## src/rtl/mvm_ram.sv

```systemverilog
// ----------------------------------------------------------------------------
// mvm_ram
// Generic simple dual-port RAM with one write port and a registered read port.
// ----------------------------------------------------------------------------
module mvm_ram #(
  parameter int WIDTH = 16,
  parameter int DEPTH = 64,
  parameter int AW    = (DEPTH > 1) ? $clog2(DEPTH) : 1
) (
  input  logic             clk,
  input  logic             wr_en,
  input  logic [AW-1:0]    wr_addr,
  input  logic [WIDTH-1:0] wr_data,
  input  logic             rd_en,
  input  logic [AW-1:0]    rd_addr,
  output logic [WIDTH-1:0] rd_data
);

  logic [WIDTH-1:0] mem [DEPTH];

  always_ff @(posedge clk) begin
    if (wr_en) begin
      mem[wr_addr] <= wr_data;
    end
    if (rd_en) begin
      rd_data <= mem[rd_addr];
    end
  end

endmodule

```

## config.mk

```make
export PLATFORM = sky130hd
export DESIGN_NAME = mvm_ram
export DESIGN_NICKNAME = d
export VERILOG_FILES = /design/src/rtl/mvm_ram.sv
export SDC_FILE = /design/constraint.sdc
export NUM_CORES = 1
export LEC_CHECK = 0
export ABC_AREA = 1
export BUFFER_PORTS_ARGS = -buffer_cell sky130_fd_sc_hd__buf_2
export CAP_MARGIN = 20
export CELL_PAD_IN_SITES_DETAIL_PLACEMENT = 0
export CELL_PAD_IN_SITES_GLOBAL_PLACEMENT = 1
export CORE_MARGIN = 1
export CORE_UTILIZATION = 45
export DETAILED_ROUTE_END_ITERATION = 10
export PLACE_DENSITY_LB_ADDON = 0.1
export SLEW_MARGIN = 0
export SYNTH_ARGS = -nofsm -noshare
export SYNTH_HDL_FRONTEND = slang
export SYNTH_SLANG_ARGS = --single-unit
```

## constraint.sdc

```tcl
create_clock -name clk -period 5 [get_ports clk]
set_clock_uncertainty 0.05 [all_clocks]
set_input_delay 0 -clock clk [delete_from_list [all_inputs] [get_ports clk]]
set_output_delay 0 -clock clk [all_outputs]
set_load 0.005 [all_outputs]
```

# --- Word-level counts from Yosys, hierarchy flattened ---
# Memories as Yosys holds them, arrays and structs flattened. A register that Yosys moved wholly into a read port is not among the register bits.
# Cells that the tools add are included.
# W data, S select, Z words.
word_totals:
  mem_count: 1
  ram_bits: 1024
  word_cells: 3
  ff_bits: 0
  out_inout_bits: 16
  rom_bits: 0
  in_bits: 31
  latch_bits: 0
memory_table:
  columns: ["name", "words", "word_bits", "rd", "rd_ports_with_merged_regs", "write_ports", "line", "source"]
  rows:
  - ["mem", 64, 16, 1, 1, 1, "19", "logic [WIDTH-1:0] mem [DEPTH];"]
op_classes:
  eq_ne: 0
  reduce_logical: 0
  shifts: 0
  n_mux: 2
  bitwise: 0
  n_div: 0
  add_sub_neg: 0
  n_mul: 0
  n_lt_le_gt_ge: 0
op_table:
  columns: ["operator", "count"]
  rows:
  - ["$mux W1", 2]

# --- Longest topological paths before layout ---
logic_depth:
  depth_word: 2
  depth_mapped: 12
  depth_no_buf: 9

# --- Least setup slack after synthesis ---
# OpenSTA, ideal clock, no wires.
synth_path:
  path_type: "in2reg"
  from: "input port wr_en"
  to: "memory mem[48][0] (enable)"
  slack_ps: 2396
  setup_time_ps: 431
  arrival_ps: 2124
  cell_stages: 3
  required_time_ps: 4519
  path_buffers: 1
  cell_sequence: "clkbuf_1 -> nand4_1 -> nor4_1"
synth_between:
  elab_chain_len: 2
synth_rtl:
  columns: ["item", "line", "source"]
  rows:
  - ["start, declared", "11", "input logic wr_en,"]
  - ["$mux W1", "22", "if (wr_en) begin"]
  - ["$mux W1 (implied by the code)", "23", "mem[wr_addr] <= wr_data;"]
  - ["end, declared", "19", null]
# No other way between the ends.

==> summary.txt <==
dominant cells by area after synthesis: edfxtp_1 (74%), nand2_1 (12%), nand3_1 (10%)
via count: 27200
final setup vio count: 0
CTS tree: done
crit end category: flip-flop
Critical Path, Cell by Cell: buf_8 -> inv_16 -> buf_12 -> nand2_1 -> nand3_1 -> nand3_1 -> nand2_1 -> nand2_1 -> nand3_1 -> nand3_1 -> nand2_1
die height: 308 µm
Power Density: 399 nW/µm²
Max-Cap Viols: 0
post-synthesis cell type count: 15
Seq/Total Area, Yosys: 73.9%
Slowest Stage Delay on Critical Path: 0.52 ns
Hold WC Path Type: in -> reg
max-slew violations: 0
CTS HTree Levels: 3
row cnt: 112
post-route ant nets: 0
HPWL after DPL: 63400 µm
First-pass DRT Iterations: 6
hold depth: 2
worst hold endpoint: mem[5][3]
f_max: 374 MHz
number of buffers created by CTS: 110
post-route cell area: 47400 µm²
First DRT Iteration DRCs: 2437
RePlAce Congestion: 0.783
die area: 95100 µm²
Initial Util: 45.3%
Synth Net Count: 3548
Worst Path Required: 5.36 ns
status: finished, final reports clean
area grow syn2layout: 12.2%
synth warn: 0
Root Buffer: clkbuf_16
RSZ-0062 raised after global routing: no
residual DRC count: 0
final WL: 122000 µm
vias in the first global route: 26000
Clock Latency Late Sink: 0.69 ns
crit path time final: 2.67 ns
Yosys reg bits: 1040
Worst R2R End: rd_data[8]
Peak VDD IR: 0.361 mV
layout cells sized above 1: 8.51%
r2r startpoint: mem[27][8]
synthesized area: 42300 µm²
setup TNS: 0 ns
initial antenna violation count: 4
first-pass GRT wire length: 178000 µm
static leakage: 17.0 nW
reg2reg path depth: 8
clk buf depth: 3
fin util: 50.9%
hold path start: wr_data[3]
Yosys top cell area share: 73.9%
Chip Width: 308 µm
Final Cycle Share: 53.5%
FF-to-FF setup slack: 3.06 ns
routed len/inst: 24.7 µm
worst path arrival time: 3.04 ns
area of placed instances: 43700 µm²
Buf/Inv on CP: 3
Syn Inst Count: 3517
Worst-path clk slew: 0.06 ns
count of input and output buffers: 46
Slew Limit Headroom: 25.4%
slowest CP cell: buf_8
Overflow after GRT: 0
CP startpoint kind: input port
total track usage: 25.9%
final worst slack: 2.33 ns
largest area contributor in the netlist: edfxtp_1
Final Hold Viols: 0
largest net degree at the start of global routing: 208
Tightest Pin Transition: 1.12 ns
Largest delay share family, worst path: buffers and inverters
Final Power: 0.0189 W
Final nets: 3609
total core area: 93200 µm²
Clock Sinks: 1040
Vias/cell: 5.53
CP Max Fanout: 207
CP Class: in -> reg
# IOs: 47
pre-CTS setup slack: 1.76 ns
syn avg cell area: 12.0 µm²
## power breakdown
part           internal, W  switching (W)
clock              0.00470        0.00334
sequential         0.00967      0.0000240
combinational     0.000274       0.000885
total               0.0146        0.00425
## kinds of logic (layout without fill, tap and decap cells)
kind of cell | after synthesis | count (layout) | share of synthesized area [%]
buffers and inverters | 237 | 388 | 3.52
flip-flops | 1040 | 1040 | 73.9
other | 0 | 2 | 0
AND/OR/NAND/NOR | 2240 | 2240 | 22.6
## cells in the final DEF (no fill, tap or decap)
master and instances:
nand2_1 1296, edfxtp_1 1040, nand3_1 871, clkbuf_16 114, buf_4 97, nor2_1 56
buf_2 43, clkinv_1 31, clkbuf_1 24, dlygate4sd3_1 21, clkinv_2 16, bufinv_16 11
buf_12 11, nand4_1 9, inv_1 8, nor4_2 8, clkinvlp_4 3, diode_2 2
inv_6 2, buf_8 2, inv_16 1, inv_8 1, inv_4 1, clkinv_8 1
clkinv_4 1
## per-stage QoR
step                std cells  hold slack, ns
floorplan                3517          0.0489
global placement         4699           0.174
detailed placement       4699           0.189
CTS                      4922        0.000434
global route             4922          0.0250
finish                   4924          0.0152
## worst max-delay path by stage
stage	endpoint	cells past startpoint	startpoint	slack [ns]
finish	rd_data[8]	11	rd_addr[0]	2.33
CTS	rd_data[8]	11	rd_addr[0]	2.49
floorplan	mem[48][0]	3	wr_en	2.40
detailed placement	rd_data[8]	11	rd_addr[0]	1.76
global route	rd_data[8]	11	rd_addr[0]	2.31
global placement	rd_data[8]	11	rd_addr[0]	1.75
## final cells by class
class | count | area (µm²)
diodes | 2 | 5.00
clock buffers | 138 | 2940
clock inverters | 64 | 587
fillers | 8150 | 45800
inverters | 12 | 72.6
multi-input cells | 2240 | 9590
flip-flops and latches | 1040 | 31200
well taps | 1254 | 1570
repair buffers | 174 | 1400
## worst register-to-register path: stages, from the launching register on
cell and delay (ns):
edfxtp_1 0.36, nand2_1 0.07, nand3_1 0.08, nand3_1 0.17
nand2_1 0.09, nand2_1 0.10, nand3_1 0.23, nand3_1 0.41
nand2_1 0.11
## state kept, by name (all words and copies together), names as in the netlist
signal	count
rd_data	16
mem	1024
## what timing repair did
item	in CTS	in global routing
hold endpoints to repair	516	0
resized for setup	0	0
setup buffers	0	0
hold buffers	21	0
## synthesized netlist by cell type
library cell and count:
buf_1 17, buf_2 113, buf_4 19, buf_6 49, buf_8 1, clkbuf_1 26, edfxtp_1 1040, inv_1 9
inv_2 2, inv_8 1, nand2_1 1296, nand3_1 871, nand4_1 9, nor2_1 56, nor4_1 8
## layer usage
layer	vias up	share of wire [%]	global-route usage [%]
li1	12500	-	-
met4	6	2.1	6.36
met1	13600	44	36.8
met3	151	6.0	3.41
met5	-	0.027	0
met2	961	48	42.1
Note: power is estimated with default switching activity, not from simulation.
