$ cat src/rtl/mvm_pkg.sv
// ----------------------------------------------------------------------------
// mvm_pkg
// Shared types and constants of the matrix vector mixing block.
// ----------------------------------------------------------------------------
package mvm_pkg;

  localparam int DEF_MAX_ELECTRODES = 32;
  localparam int DEF_MAX_CHANNELS   = 64;

  localparam int SAMPLE_W  = 16;
  localparam int WEIGHT_W  = 16;
  localparam int PROD_W    = 32;
  localparam int SUM_W     = 40;
  localparam int ROW_W     = 5;
  localparam int COL_W     = 6;
  localparam int POS_W     = 5;
  localparam int ECOUNT_W  = 6;
  localparam int CCOUNT_W  = 7;
  localparam int INDEX_W   = 6;
  localparam int IN_DATA_W = 48;
  localparam int OUT_DATA_W = 48;
  localparam int CFG_DATA_W = 7;

  typedef enum logic {
    FUNC_LOAD   = 1'b0,
    FUNC_SAMPLE = 1'b1
  } func_t;

  typedef enum logic {
    REG_ELECTRODE_COUNT = 1'b0,
    REG_CHANNEL_COUNT   = 1'b1
  } reg_index_t;

  typedef struct packed {
    logic                       start;
    logic                       first;
    logic signed [SAMPLE_W-1:0] sample;
  } mac_cmd_t;

endpackage

$ cat src/rtl/mvm_mac.sv
// ----------------------------------------------------------------------------
// mvm_mac
// Sweeps all channel accumulators for one sample: reads a weight and an
// accumulator, multiplies, then adds and writes the sum back.
// ----------------------------------------------------------------------------
module mvm_mac import mvm_pkg::*; #(
  parameter int MAX_ELECTRODES = DEF_MAX_ELECTRODES,
  parameter int MAX_CHANNELS   = DEF_MAX_CHANNELS,
  parameter int EW  = (MAX_ELECTRODES > 1) ? $clog2(MAX_ELECTRODES) : 1,
  parameter int CW  = (MAX_CHANNELS > 1) ? $clog2(MAX_CHANNELS) : 1,
  parameter int WAW = EW + CW
) (
  input  logic                    clk,
  input  logic                    rst,
  input  mac_cmd_t                cmd,
  input  logic [EW-1:0]           pos_idx,
  output logic                    w_rd_en,
  output logic [WAW-1:0]          w_rd_addr,
  input  logic [WEIGHT_W-1:0]     w_rd_data,
  output logic                    a_rd_en,
  output logic [CW-1:0]           a_rd_addr,
  input  logic [SUM_W-1:0]        a_rd_data,
  output logic                    a_wr_en,
  output logic [CW-1:0]           a_wr_addr,
  output logic [SUM_W-1:0]        a_wr_data,
  output logic                    done
);

  localparam logic [CW-1:0] LAST_CH = CW'(MAX_CHANNELS - 1);

  logic                       run;
  logic [CW-1:0]              cnt;
  logic                       v1;
  logic                       v2;
  logic [CW-1:0]              a1;
  logic [CW-1:0]              a2;
  logic signed [SAMPLE_W-1:0] sample;
  logic                       first;
  logic [EW-1:0]              pos;
  logic signed [PROD_W-1:0]   prod;
  logic [SUM_W-1:0]           accq;
  logic [SUM_W-1:0]           prod_ext;

  always_ff @(posedge clk) begin
    if (rst) begin
      run <= 1'b0;
      cnt <= '0;
      v1  <= 1'b0;
      v2  <= 1'b0;
    end else begin
      v1 <= run;
      v2 <= v1;
      if (cmd.start) begin
        run <= 1'b1;
        cnt <= '0;
      end else if (run) begin
        if (cnt == LAST_CH) begin
          run <= 1'b0;
        end else begin
          cnt <= cnt + 1'b1;
        end
      end
    end
  end

  always_ff @(posedge clk) begin
    if (cmd.start) begin
      sample <= cmd.sample;
      first  <= cmd.first;
      pos    <= pos_idx;
    end
    a1   <= cnt;
    a2   <= a1;
    prod <= sample * $signed(w_rd_data);
    accq <= a_rd_data;
  end

  assign w_rd_en   = run;
  assign w_rd_addr = WAW'({pos, cnt});
  assign a_rd_en   = run;
  assign a_rd_addr = cnt;

  assign prod_ext  = {{(SUM_W - PROD_W){prod[PROD_W-1]}}, prod};
  assign a_wr_en   = v2;
  assign a_wr_addr = a2;
  assign a_wr_data = first ? prod_ext : accq + prod_ext;
  assign done      = v2 && (a2 == LAST_CH);

endmodule

$ cat config.mk
export PLATFORM = sky130hd
export DESIGN_NAME = mvm_mac
export DESIGN_NICKNAME = d
export VERILOG_FILES = /design/src/rtl/mvm_pkg.sv /design/src/rtl/mvm_mac.sv
export SDC_FILE = /design/constraint.sdc
export NUM_CORES = 1
export LEC_CHECK = 0
export BUFFER_PORTS_ARGS = -buffer_cell sky130_fd_sc_hd__buf_2
export CORE_UTILIZATION = 35
export CTS_CLUSTER_DIAMETER = 150
export DETAILED_ROUTE_END_ITERATION = 16
export GPL_ROUTABILITY_DRIVEN = 0
export SLEW_MARGIN = 5
export SYNTH_ARGS = -nofsm -noshare
export SYNTH_HDL_FRONTEND = slang
export SYNTH_SLANG_ARGS = --single-unit
$ cat constraint.sdc
create_clock -name clk -period 11.68 [get_ports clk]
set_input_delay 1.752 -clock clk [delete_from_list [all_inputs] [get_ports clk]]
set_output_delay 1.752 -clock clk [all_outputs]
set_load 0.005 [all_outputs]
======== After elaboration in Yosys (flattened, before gate mapping) ========
Cells that the tools add are included.
operators by class
  $add $sub $neg .......................... 2
  multiply operators ...................... 1
  eq/ne operators ......................... 2
  muxes and demuxes ....................... 4
  bitwise logic cells ..................... 1
  reduce and logical (&&, ||, !) cells .... 3
operators by type and width
  kind                                                            number
  40-bit adder                                                    1
  40-bit 2-to-1 mux                                               1
  16-bit by 16-bit multiplier with 32-bit output                  1
  6-bit == test (second input constant)                           2
  6-bit by 1-bit adder with 6-bit output (second input constant)  1
  1-bit 2-to-1 mux                                                3
  2-bit AND reduction                                             1
  2-bit OR reduction                                              1
  1-bit logical AND                                               1
  1-bit inverter                                                  1
word-level totals
  register bits after elaboration ......... 115
  input port bits ......................... 81
  output and inout bits ................... 67

======== Depth between registers and ports, before layout ========
  word-level depth ........................ 4
  gate-level depth with buffers ........... 22

======== Worst setup path after synthesis ========
Ideal clock, no wire load.
  path kind ............................... input to register
  start point ............................. input port w_rd_data[1]
  end point ............................... register prod[29]
  library setup time ...................... 0.120 ns
  data arrival time ....................... 7.230 ns
  required time ........................... 11.560 ns
  slack ................................... 4.330 ns
  stages .................................. 19
  buffers on the path ..................... 1
  cells stage by stage .................... clkbuf_1 nand2_1 inv_1 fa_1 fa_1 fa_1 fa_1 fa_1 inv_1 fa_1 inv_1 ha_1 nand2_1 nor3_1 and3_1 a2111oi_4 o31ai_1 nor4b_1 a211o_1
between the ends
  cells in the longest elaborated chain, start to end .. 1
RTL lines
  what                                            line           source
  from (decl)                                     mvm_mac.sv:19  input logic [WEIGHT_W-1:0] w_rd_data,
  16-bit by 16-bit multiplier with 32-bit output  mvm_mac.sv:74  prod <= sample * $signed(w_rd_data);
  to (signal assigned)                            mvm_mac.sv:74
  to (decl)                                       mvm_mac.sv:40  logic signed [PROD_W-1:0] prod;
Every way passes these cells.
A chain may end at the register's enable or synchronous reset.

======== Worst setup path in the final report ========
Same ends and word-level chain as after synthesis.

==> qor.yml <==
hold_path:
  holdPathStages: 0
  hp-start: "a1[5]"
  hold_path.class: "flop to flop"
  min_to: "a_wr_addr[5]"
sta:
  rsz0062_at_grt: "false"
  setup-violations-final: 0
  tns_ps: 0
  whs_ps: 326
  fin_ws_ps: 4280
  fin_skew_ps: 14.7
  final_max_slew_viol_count: 0
  fin_crit_ps: 7400
  fmax_ghz: 0.135
  timing.final.crit_share_pct: 63.4
  finalHoldViolCount: 0
  tightest_slew_ps: 800
  slew-limit-headroom_pct: 46.6
clock_tree:
  cts.repair.resized: 0
  clkSlewWorstSetupHoldPaths_ps: 60
  htreeDepth: 4
  cts_tree: "built"
  cts.sinks: 115
  cts_hold_buffers: 0
  cts_setup_buffers: 0
  clk_path_buf_depth: 2
  clock_latency_ps: 470
  cts-root-buf: "clkbuf_16"
  cts_made_buffers: 17
logic_synthesis:
  synth.avg_cell_area_um2: 9.23
  yosys.cell_types.count: 70
  synth.largest_area_cell: "fa_1"
  ys_seq_area_share_pct: 16.4
  synthesis.area_um2: 15400
  synthArstFlopShare_pct: 0
  netlist_instances: 1664
  ys_seq_elements: 115
  synthTopCellsByArea: "fa_1, dfxtp_1, ha_1, inv_1, and2_1"
  syn_nets: 2130
  synth_ff_type: "dfxtp_1"
  synth_edf_count: 22
  synth_warnings: 0
  synth_top_area_share_pct: 34.3
global_routing:
  grt_max_degree: 74
  grt_pass1_vias: 12000
  grt_overflow: 0
  antenna_found_initial: 3
  grt_pass1_wl_mm: 62.6
  grt_usage_pct: 18.3
flow_run:
  maxCapViolations: 0
die:
  die_area_um2: 44700
  die_w_um: 211
  ios: 148
  die_y_um: 211
  start_util_pct: 35.6
  coreArea_um2: 43200
  rows: 76
setup_path:
  r2r-start: "sample[15]"
  critPathMaxFanout: 16
  critPathKind: "input pin to flop"
  crit_path_end_kind: "flop"
  reg2reg_to: "prod[29]"
  arrival_ps: 7760
  startpoint_type: "input pin"
  worstPathRequired_ps: 12040
  reg2reg_depth: 18
  ff2ff_setup_slack_ps: 5060
routing:
  avgViaCountPerCell: 4.86
  post-route-drc-count: 0
  wl_per_cell_um: 16.1
  drtAntennaViolNets: 0
  drtIter0Drc: 507
  drtPass1Iterations: 5
  routed_wl_mm: 38.2
  vias: 11500
layout:
  fillers: 4377
  area_growth_pct: 11.7
  nNetsFinal: 2236
  final_util_pct: 39.7
  layout-drive-gt1-share_pct: 11.3
placed_design:
  pre_cts_ws_ps: 3800
  portBuffers: 147
  post-dp-hpwl_mm: 31.0
run_status:
  status: "finished clean"
==> kinds of logic (layout without fill, tap and decap cells) <==
kind of cell             after synthesis  count (layout)  share of synthesized area, %
flip-flops                           115             115                          16.4
XOR/XNOR                              57              57                          3.25
AND/OR/NAND/NOR                      476             476                          15.3
AO/OA/AOI/OAI                        243             243                          10.9
buffers and inverters                382             500                          9.51
adder cells (fa/ha/maj)              385             385                          44.2
multiplexers                           6               6                         0.407
other                                  0               2                             0
==> synthesized netlist by cell type (26+ instances only) <==
library cell	number
inv_1	321
fa_1	263
nand2_1	191
ha_1	122
and2_1	121
dfxtp_1	93
nor2_1	63
a21oi_1	54
o21ai_0	52
clkbuf_1	51
xnor2_1	38
a21o_1	26
==> worst max-delay path: stages <==
cell and delay, ps:
buf_2 270, nand2_1 150, inv_1 150, fa_1 560, fa_1 850, fa_1 510, fa_1 500, fa_1 490
inv_1 50, fa_1 500, inv_1 60, ha_1 360, nand2_1 70, nor3_1 240, and3_1 270, a2111oi_4 110
o31ai_1 460, nor4b_1 110, a211o_1 280
==> flip-flops by register name, summed over array words and instances, names as in the netlist <==
signal,cells
a_rd_addr,6
a_wr_addr,6
prod,32
a_rd_en,1
pos,5
a1,6
a_wr_en,1
v1,1
sample,16
first,1
accq,40
==> worst max path at each step <==
stage | slack, ps | end | start
2_1_floorplan | 4330 | prod[29] | w_rd_data[1]
3_3_place_gp | 3980 | prod[29] | w_rd_data[1]
3_5_place_dp | 3800 | prod[29] | w_rd_data[1]
4_1_cts | 4330 | prod[29] | w_rd_data[1]
5_1_grt | 4010 | prod[29] | w_rd_data[1]
6_report | 4280 | prod[29] | w_rd_data[1]
==> metal layers <==
layer	track usage [%]	share of wire, %	up-vias
met2	29.0	46	295
met5	0	0.034	-
met3	4.33	5.6	49
met4	7.12	2.4	2
met1	24.0	46	5689
li1	-	-	5481
==> cells in the final DEF (no fill, tap or decap), types with 4 or more instances in the layout <==
cell type / count
inv_1: 321
fa_1: 263
nand2_1: 191
buf_2: 147
ha_1: 122
and2_1: 121
dfxtp_1: 93
nor2_1: 63
a21oi_1: 54
o21ai_0: 52
xnor2_1: 38
a21o_1: 26
edfxtp_1: 22
xor2_1: 19
nand3_1: 17
clkbuf_16: 17
nand2b_1: 16
o31ai_1: 15
o21a_1: 13
nand4_1: 12
nor3_1: 11
and3_1: 11
o211ai_1: 11
o21bai_1: 11
a211oi_1: 9
a21boi_0: 6
nor2b_1: 6
or3_1: 4
nor4b_1: 4
mux2i_1: 4
inv_6: 4
clkinvlp_4: 4
==> cell type report <==
type | count | area (um2) | share of cell area [%]
diodes | 2 | 5.00 | 0.0292
clock buffers | 18 | 439 | 2.56
clock inverters | 13 | 126 | 0.737
inverters | 321 | 1200 | 7.03
multi-input cells | 1167 | 11400 | 66.3
flip-flops and latches | 115 | 2520 | 14.7
well taps | 585 | 732 | 4.27
repair buffers | 148 | 743 | 4.33
==> through the flow <==
stage / cell area [um2] / cells
2_1_floorplan: 15400 / 1664
3_3_place_gp: 16600 / 2336
3_5_place_dp: 16600 / 2336
4_1_cts: 17100 / 2367
5_1_grt: 17100 / 2368
6_report: 17100 / 2369
Power is not shown: default switching activity piles up to over one toggle a cycle in this logic, so the estimate is an artifact.
