[src/rtl/mvm_pkg.sv]
// ----------------------------------------------------------------------------
// mvm_pkg
// Shared types and constants of the matrix vector mixing block.
// ----------------------------------------------------------------------------
package mvm_pkg;

  localparam int DEF_MAX_ELECTRODES = 32;
  localparam int DEF_MAX_CHANNELS   = 64;

  localparam int SAMPLE_W  = 16;
  localparam int WEIGHT_W  = 16;
  localparam int PROD_W    = 32;
  localparam int SUM_W     = 40;
  localparam int ROW_W     = 5;
  localparam int COL_W     = 6;
  localparam int POS_W     = 5;
  localparam int ECOUNT_W  = 6;
  localparam int CCOUNT_W  = 7;
  localparam int INDEX_W   = 6;
  localparam int IN_DATA_W = 48;
  localparam int OUT_DATA_W = 48;
  localparam int CFG_DATA_W = 7;

  typedef enum logic {
    FUNC_LOAD   = 1'b0,
    FUNC_SAMPLE = 1'b1
  } func_t;

  typedef enum logic {
    REG_ELECTRODE_COUNT = 1'b0,
    REG_CHANNEL_COUNT   = 1'b1
  } reg_index_t;

  typedef struct packed {
    logic                       start;
    logic                       first;
    logic signed [SAMPLE_W-1:0] sample;
  } mac_cmd_t;

endpackage

[src/rtl/mvm_emit.sv]
// ----------------------------------------------------------------------------
// mvm_emit
// Reads the finished channel sums one by one and presents them as output
// items with a last mark on the final channel.
// ----------------------------------------------------------------------------
module mvm_emit import mvm_pkg::*; #(
  parameter int MAX_CHANNELS = DEF_MAX_CHANNELS,
  parameter int CW  = (MAX_CHANNELS > 1) ? $clog2(MAX_CHANNELS) : 1,
  parameter int NCW = $clog2(MAX_CHANNELS + 1)
) (
  input  logic                  clk,
  input  logic                  rst,
  input  logic                  start,
  input  logic [NCW-1:0]        nc,
  output logic                  a_rd_en,
  output logic [CW-1:0]         a_rd_addr,
  input  logic [SUM_W-1:0]      a_rd_data,
  output logic                  out_valid,
  input  logic                  out_ready,
  output logic [INDEX_W-1:0]    out_index,
  output logic [SUM_W-1:0]      out_sum,
  output logic                  out_last,
  output logic                  done
);

  logic [NCW-1:0] count;
  logic [CW-1:0]  cnt;
  logic           rd_pend;
  logic           take;

  assign take      = out_valid && out_ready;
  assign a_rd_en   = start || (take && !out_last);
  assign a_rd_addr = start ? '0 : cnt + 1'b1;
  assign done      = take && out_last;

  always_ff @(posedge clk) begin
    if (rst) begin
      rd_pend   <= 1'b0;
      out_valid <= 1'b0;
      cnt       <= '0;
    end else begin
      if (start) begin
        cnt     <= '0;
        rd_pend <= 1'b1;
      end else if (rd_pend) begin
        rd_pend   <= 1'b0;
        out_valid <= 1'b1;
      end else if (take) begin
        out_valid <= 1'b0;
        if (!out_last) begin
          cnt     <= cnt + 1'b1;
          rd_pend <= 1'b1;
        end
      end
    end
  end

  always_ff @(posedge clk) begin
    if (start) begin
      count <= nc;
    end
    if (rd_pend) begin
      out_sum   <= a_rd_data;
      out_index <= INDEX_W'(cnt);
      out_last  <= (NCW'(cnt) == count - NCW'(1));
    end
  end

endmodule

[config.mk]
export PLATFORM = sky130hd
export DESIGN_NAME = mvm_emit
export DESIGN_NICKNAME = d
export VERILOG_FILES = /design/src/rtl/mvm_pkg.sv /design/src/rtl/mvm_emit.sv
export SDC_FILE = /design/constraint.sdc
export NUM_CORES = 1
export LEC_CHECK = 0
export BUFFER_PORTS_ARGS = -buffer_cell sky130_fd_sc_hd__clkbuf_2
export CAP_MARGIN = 20
export CORE_AREA = 8 8 90 92
export DETAILED_ROUTE_END_ITERATION = 6
export DIE_AREA = 0 0 98 100
export GPL_ROUTABILITY_DRIVEN = 0
export GPL_TIMING_DRIVEN = 0
export PLACE_DENSITY_LB_ADDON = 0.3
export SETUP_SLACK_MARGIN = 0.15
export SLEW_MARGIN = 10
export SYNTH_ARGS = -nofsm -noshare
export SYNTH_HDL_FRONTEND = slang
export SYNTH_SLANG_ARGS = --single-unit
[constraint.sdc]
create_clock -name clk -period 2.9 [get_ports clk]
set_input_delay 0.58 -clock clk [delete_from_list [all_inputs] [get_ports clk]]
set_output_delay 0.58 -clock clk [all_outputs]
set_load 0.01 [all_outputs]
=== Word level (Yosys, flattened, before mapping) ===
Cells that the tools add are included.

* Bitwise gates (word level): 3
* Reduce and logical (&&, ||, !) cells: 9
* Equal/unequal tests: 1
* Multiplexer cells: 7
* Add/sub/neg operators: 2

{| class="wikitable"
|+ Operators by type and width
! operator !! number
|-
| equality test 6 x 7 -> 1 bit || 1
|-
| subtractor 7 x 1 -> 7 bit (second input constant) || 1
|-
| adder 6 x 1 -> 6 bit (second input constant) || 1
|-
| 2-to-1 mux 1 bit || 6
|-
| 2-to-1 mux 6 bit || 1
|-
| logical AND 1 bit || 3
|-
| inverter 1 bit || 3
|-
| AND reduction 3 bit || 1
|-
| AND reduction 2 bit || 1
|-
| nonzero test 2 bit || 1
|-
| OR reduction 2 bit || 1
|-
| logical NOT 1 bit || 1
|-
| logical OR 1 bit || 1
|}

* Output and inout bits: 56
* Word-level logic and storage cells: 29
* Bits in registers: 62
* Bits of input ports: 51

=== Longest topological paths before layout ===
* Word-level depth: 4
* Gate-level depth with buffers: 6
* Gate-level depth less buffers: 6

=== Least setup slack after synthesis ===
No wires, ideal clock.

* Kind: register -> register
* Start point: register rd_pend
* End point: register cnt[4]
* Setup time: 121 ps
* Clock period less this slack: 2192 ps
* Buffers on the path: 1
* Arrival: 2071 ps
* Path slack: 708 ps
* Data required time: 2779 ps
* Stages on the path, launching flop included: 6
* Cells stage by stage: dfxtp_1 -> and4bb_2 -> buf_2 -> nand4_1 -> xor2_1 -> nor2_1

* Word-level cells in the longest chain between the ends: 2

{| class="wikitable"
|+ Ends and longest elaborated chain
! item !! RTL line !! text
|-
| start: declaration || mvm_emit.sv:28 || <nowiki>logic rd_pend;</nowiki>
|-
| start signal: assignment || mvm_emit.sv:38 || <nowiki>rd_pend <= 1'b0;</nowiki>
|-
| start signal: assignment || mvm_emit.sv:44 || <nowiki>rd_pend <= 1'b1;</nowiki>
|-
| start signal: assignment || mvm_emit.sv:46 || <nowiki>rd_pend <= 1'b0;</nowiki>
|-
| inverter 1 bit (no source line) || - ||
|-
| AND reduction 3 bit (no source line) || - ||
|-
| end signal: assignment || mvm_emit.sv:51 || <nowiki>cnt <= cnt + 1'b1;</nowiki>
|-
| end: declaration || mvm_emit.sv:27 || <nowiki>logic [CW-1:0] cnt;</nowiki>
|}

No other way between the ends.
A chain may end at the register's enable or synchronous reset.

=== Worst setup path after layout ===
* Start point: register cnt[0]
* End point: output port a_rd_addr[4]

* Word-level cells in the longest chain between the ends: 2

{| class="wikitable"
|+ Ends and longest elaborated chain
! item !! RTL line !! text
|-
| adder 6 x 1 -> 6 bit || mvm_emit.sv:33 || <nowiki>assign a_rd_addr = start ? '0 : cnt + 1'b1;</nowiki>
|-
| 2-to-1 mux 6 bit || mvm_emit.sv:33 ||
|-
| end: declaration || mvm_emit.sv:16 || <nowiki>output logic [CW-1:0] a_rd_addr,</nowiki>
|}

No other way between the ends.

==> out/summary.json <==
{
  "yosys": {
    "synth.avg_cell_area_um2": 16.5,
    "netlist_area_um2": 2240,
    "synth_cell_type_count": 28,
    "synth_seq_cells": 62,
    "ys_seq_area_frac": 0.795,
    "synth.net_count": 189,
    "ys_warn_count": 0,
    "post_synth_inst_count": 136
  },
  "run": {
    "timing.max_cap.violations": 0
  },
  "drt": {
    "antenna_violating_nets_post_route": 0,
    "initialDrtViolationCount": 48,
    "wl_mm": 5.08,
    "drtPass1Iterations": 4,
    "remaining_drc_errors": 0,
    "vias_per_cell": 4.38,
    "routedWlPerCell_um": 15.0,
    "vias": 1481
  },
  "cts": {
    "post_cts_resize_count": 0,
    "worstSkewPairLatency_ns": 0.32,
    "cts_tree": "built",
    "max-clock-path-buffers": 2,
    "cts.repair_timing.setup_buffer_count": 0,
    "cts.clk_slew.worst_paths_ns": 0.06,
    "ctsRootBufferMaster": "sky130_fd_sc_hd__clkbuf_8",
    "cts_made_buffers": 9,
    "number_of_clock_sinks": 62,
    "cts.hold.buffers_added": 0,
    "htreeDepth": 3
  },
  "power_and_ir_drop": {
    "fraction_of_power_spent_switching_nets": 0.200,
    "power.share.clock": 0.400,
    "cellPowerDensity_nw_per_um2": 623,
    "worst_ir_drop_vdd_uv": 256,
    "internal-power_mw": 1.54,
    "power.net_switching_mw": 0.385,
    "post-layout-total-power_mw": 1.93,
    "logic_pwr_share": 0.064,
    "sequentialPowerShare": 0.536,
    "leakage_power_total_nw": 1.33
  },
  "final_layout": {
    "multi_input_area_um2": 423,
    "syn_to_final_growth_pct": 38.1,
    "drive_gt1_frac": 0.492,
    "finish.instance_area_um2": 3100,
    "num-nets-final": 307,
    "regArea_um2": 1780,
    "ant_diodes": 0,
    "layout.core_utilization": 0.466,
    "nFillCells": 604
  },
  "worst_setup_path": {
    "max_stage_delay_ns": 0.48,
    "critical_path_arrival_ns": 1.59,
    "cp-start-kind": "flip-flop",
    "crit_path_max_fanout": 7,
    "timing.critical_path.max_delay_family": "flip-flops",
    "critical_path_buf_inv_count": 1,
    "slowest_stage_cell_cp": "sky130_fd_sc_hd__dfxtp_1",
    "critPathCaptureType": "output port",
    "worstPathRequired_ns": 2.32,
    "worstPathCellList": "ha_1 -> nand3_1 -> xor2_1 -> nor2_1 -> clkbuf_2",
    "critical_path_class": "flip-flop to output port"
  },
  "global_routing": {
    "grt_remaining_overflow": 0,
    "first_global_vias": 1557,
    "grt_max_degree": 33,
    "grt_antenna_before_repair": 0,
    "gr-usage-all-layers": 0.107,
    "global_route_wire_length_before_repair_mm": 7.99
  },
  "sta": {
    "setup_viol": 0,
    "post-route-worst-setup-slack_ns": 0.734,
    "worst_pin_slew_ns": 0.438,
    "timing.fmax_mhz": 462,
    "clock-skew-final_ns": 0.00901,
    "final_max_slew_viol_count": 0,
    "final_hold_fails": 0,
    "final_period_minus_worst_setup_slack_ns": 2.17,
    "grt_setup_unrepaired": "no",
    "finalSetupTns_ns": 0,
    "layout_worst_path_cycle_share": 0.747,
    "worst_slew_margin_rel": 0.708
  },
  "placement": {
    "dp_hpwl_mm": 4.08,
    "io_buffers": 106,
    "preCtsSetupSlack_ns": 0.852,
    "postPlaceCellArea_um2": 2890
  },
  "floorplan": {
    "effective_utilization_at_floorplan": 0.337,
    "chipHeight_um": 100,
    "die_area_um2": 9800,
    "coreArea_um2": 6640,
    "placement_rows": 30,
    "floorplan.io_pins": 107,
    "die-width_um": 98
  },
  "min_path": {
    "min-delay-path-class": "flip-flop to flip-flop"
  },
  "status": {
    "run_status": "finished clean"
  }
}
## per-layer routing
metal	global-route usage	wire length (um)
met4	0.0504	48
met5	0	0
met2	0.171	2340
met3	0.0547	591
met1	0.115	2100
## cell families after synthesis
group,after synthesis,share of synthesized area
flops,62,0.795
simple gates,40,0.0915
xor+xnor,18,0.0703
buf+inv,9,0.0167
compound gates,4,0.0112
fa+ha+maj,2,0.0112
mux,1,0.00446
## power by group through the flow
stage	clock network, mW	logic, mW	registers (mW)
floorplan	0	0.0280	1.07
global placement	0	0.111	1.06
detailed placement	0	0.126	1.05
CTS	0.802	0.127	1.03
global route	0.834	0.137	1.04
finish	0.771	0.123	1.03
## cell usage after synthesis, drive strengths merged
cell type | n | share of area
a211oi | 1 | 0.0033
a21oi | 1 | 0.0022
and3 | 2 | 0.0061
and4 | 1 | 0.0039
and4bb | 1 | 0.0056
buf | 4 | 0.0084
clkbuf | 1 | 0.0017
dfxtp | 8 | 0.071
edfxtp | 54 | 0.72
ha | 2 | 0.011
inv | 4 | 0.0067
mux2i | 1 | 0.0045
nand2 | 3 | 0.0050
nand2b | 3 | 0.0084
nand3 | 5 | 0.011
nand3b | 1 | 0.0033
nand4 | 2 | 0.0056
nor2 | 15 | 0.025
nor2b | 1 | 0.0028
nor3 | 4 | 0.0089
nor4 | 1 | 0.0028
o21ai | 1 | 0.0022
o21bai | 1 | 0.0033
or2 | 1 | 0.0028
xnor2 | 6 | 0.023
xor2 | 12 | 0.047
## path summary, 6_finish.rpt
check / startpoint / endpoint / slack (ns) / depth (start not counted)
setup reg to reg: count[0]$_DFFE_PP_ / out_last$_DFFE_PP_ / 1.34 / 6
hold reg to reg: cnt[2]$_SDFFE_PP0P_ / out_index[2]$_DFFE_PP_ / 0.42 / 0
setup / recovery: cnt[0]$_SDFFE_PP0P_ / a_rd_addr[4] / 0.73 / 5
hold / removal: cnt[2]$_SDFFE_PP0P_ / out_index[2]$_DFFE_PP_ / 0.42 / 0
## through the flow
step                      std cells  hold slack (ns)
after global placement          322            0.413
after global routing            338            0.404
after detailed placement        323            0.409
after CTS                       338            0.404
after floorplan                 136            0.403
final                           338            0.421
## layout by cell type (no fill, tap or decap), types with 3 or more instances in the layout
cell,synthesis,layout
sky130_fd_sc_hd__clkbuf_8,0,9
sky130_fd_sc_hd__inv_1,4,4
sky130_fd_sc_hd__nand3_1,5,5
sky130_fd_sc_hd__clkbuf_2,0,106
sky130_fd_sc_hd__nand2_1,3,3
sky130_fd_sc_hd__buf_2,3,3
sky130_fd_sc_hd__nor2_1,15,15
sky130_fd_sc_hd__nand2b_1,3,3
sky130_fd_sc_hd__xnor2_1,6,6
sky130_fd_sc_hd__nor3_1,4,4
sky130_fd_sc_hd__edfxtp_1,54,54
sky130_fd_sc_hd__dfxtp_1,8,7
sky130_fd_sc_hd__xor2_1,12,12
## final cells by class
cell class / count / area share
Sequential cell: 62 / 0.576
Timing Repair Buffer: 107 / 0.178
Multi-Input combinational cell: 65 / 0.137
Clock buffer: 9 / 0.0400
Tap cell: 80 / 0.0323
Clock inverter: 6 / 0.0251
Buffer: 5 / 0.00728
Inverter: 4 / 0.00485
## sequential cells by signal, summed over array words and instances (netlist names)
signal,cells
out_last,1
out_valid,1
out_index,6
cnt,6
count,7
rd_pend,1
out_sum,40
## worst reg2reg max path, cell delays in order (launching register included)
cell and delay (ns):
sky130_fd_sc_hd__edfxtp_1 0.44, sky130_fd_sc_hd__inv_1 0.09, sky130_fd_sc_hd__ha_1 0.23, sky130_fd_sc_hd__nand3b_1 0.09, sky130_fd_sc_hd__a211oi_1 0.23, sky130_fd_sc_hd__nor3_1 0.07
sky130_fd_sc_hd__nor4_1 0.25
(Power assumes the default switching activity.)
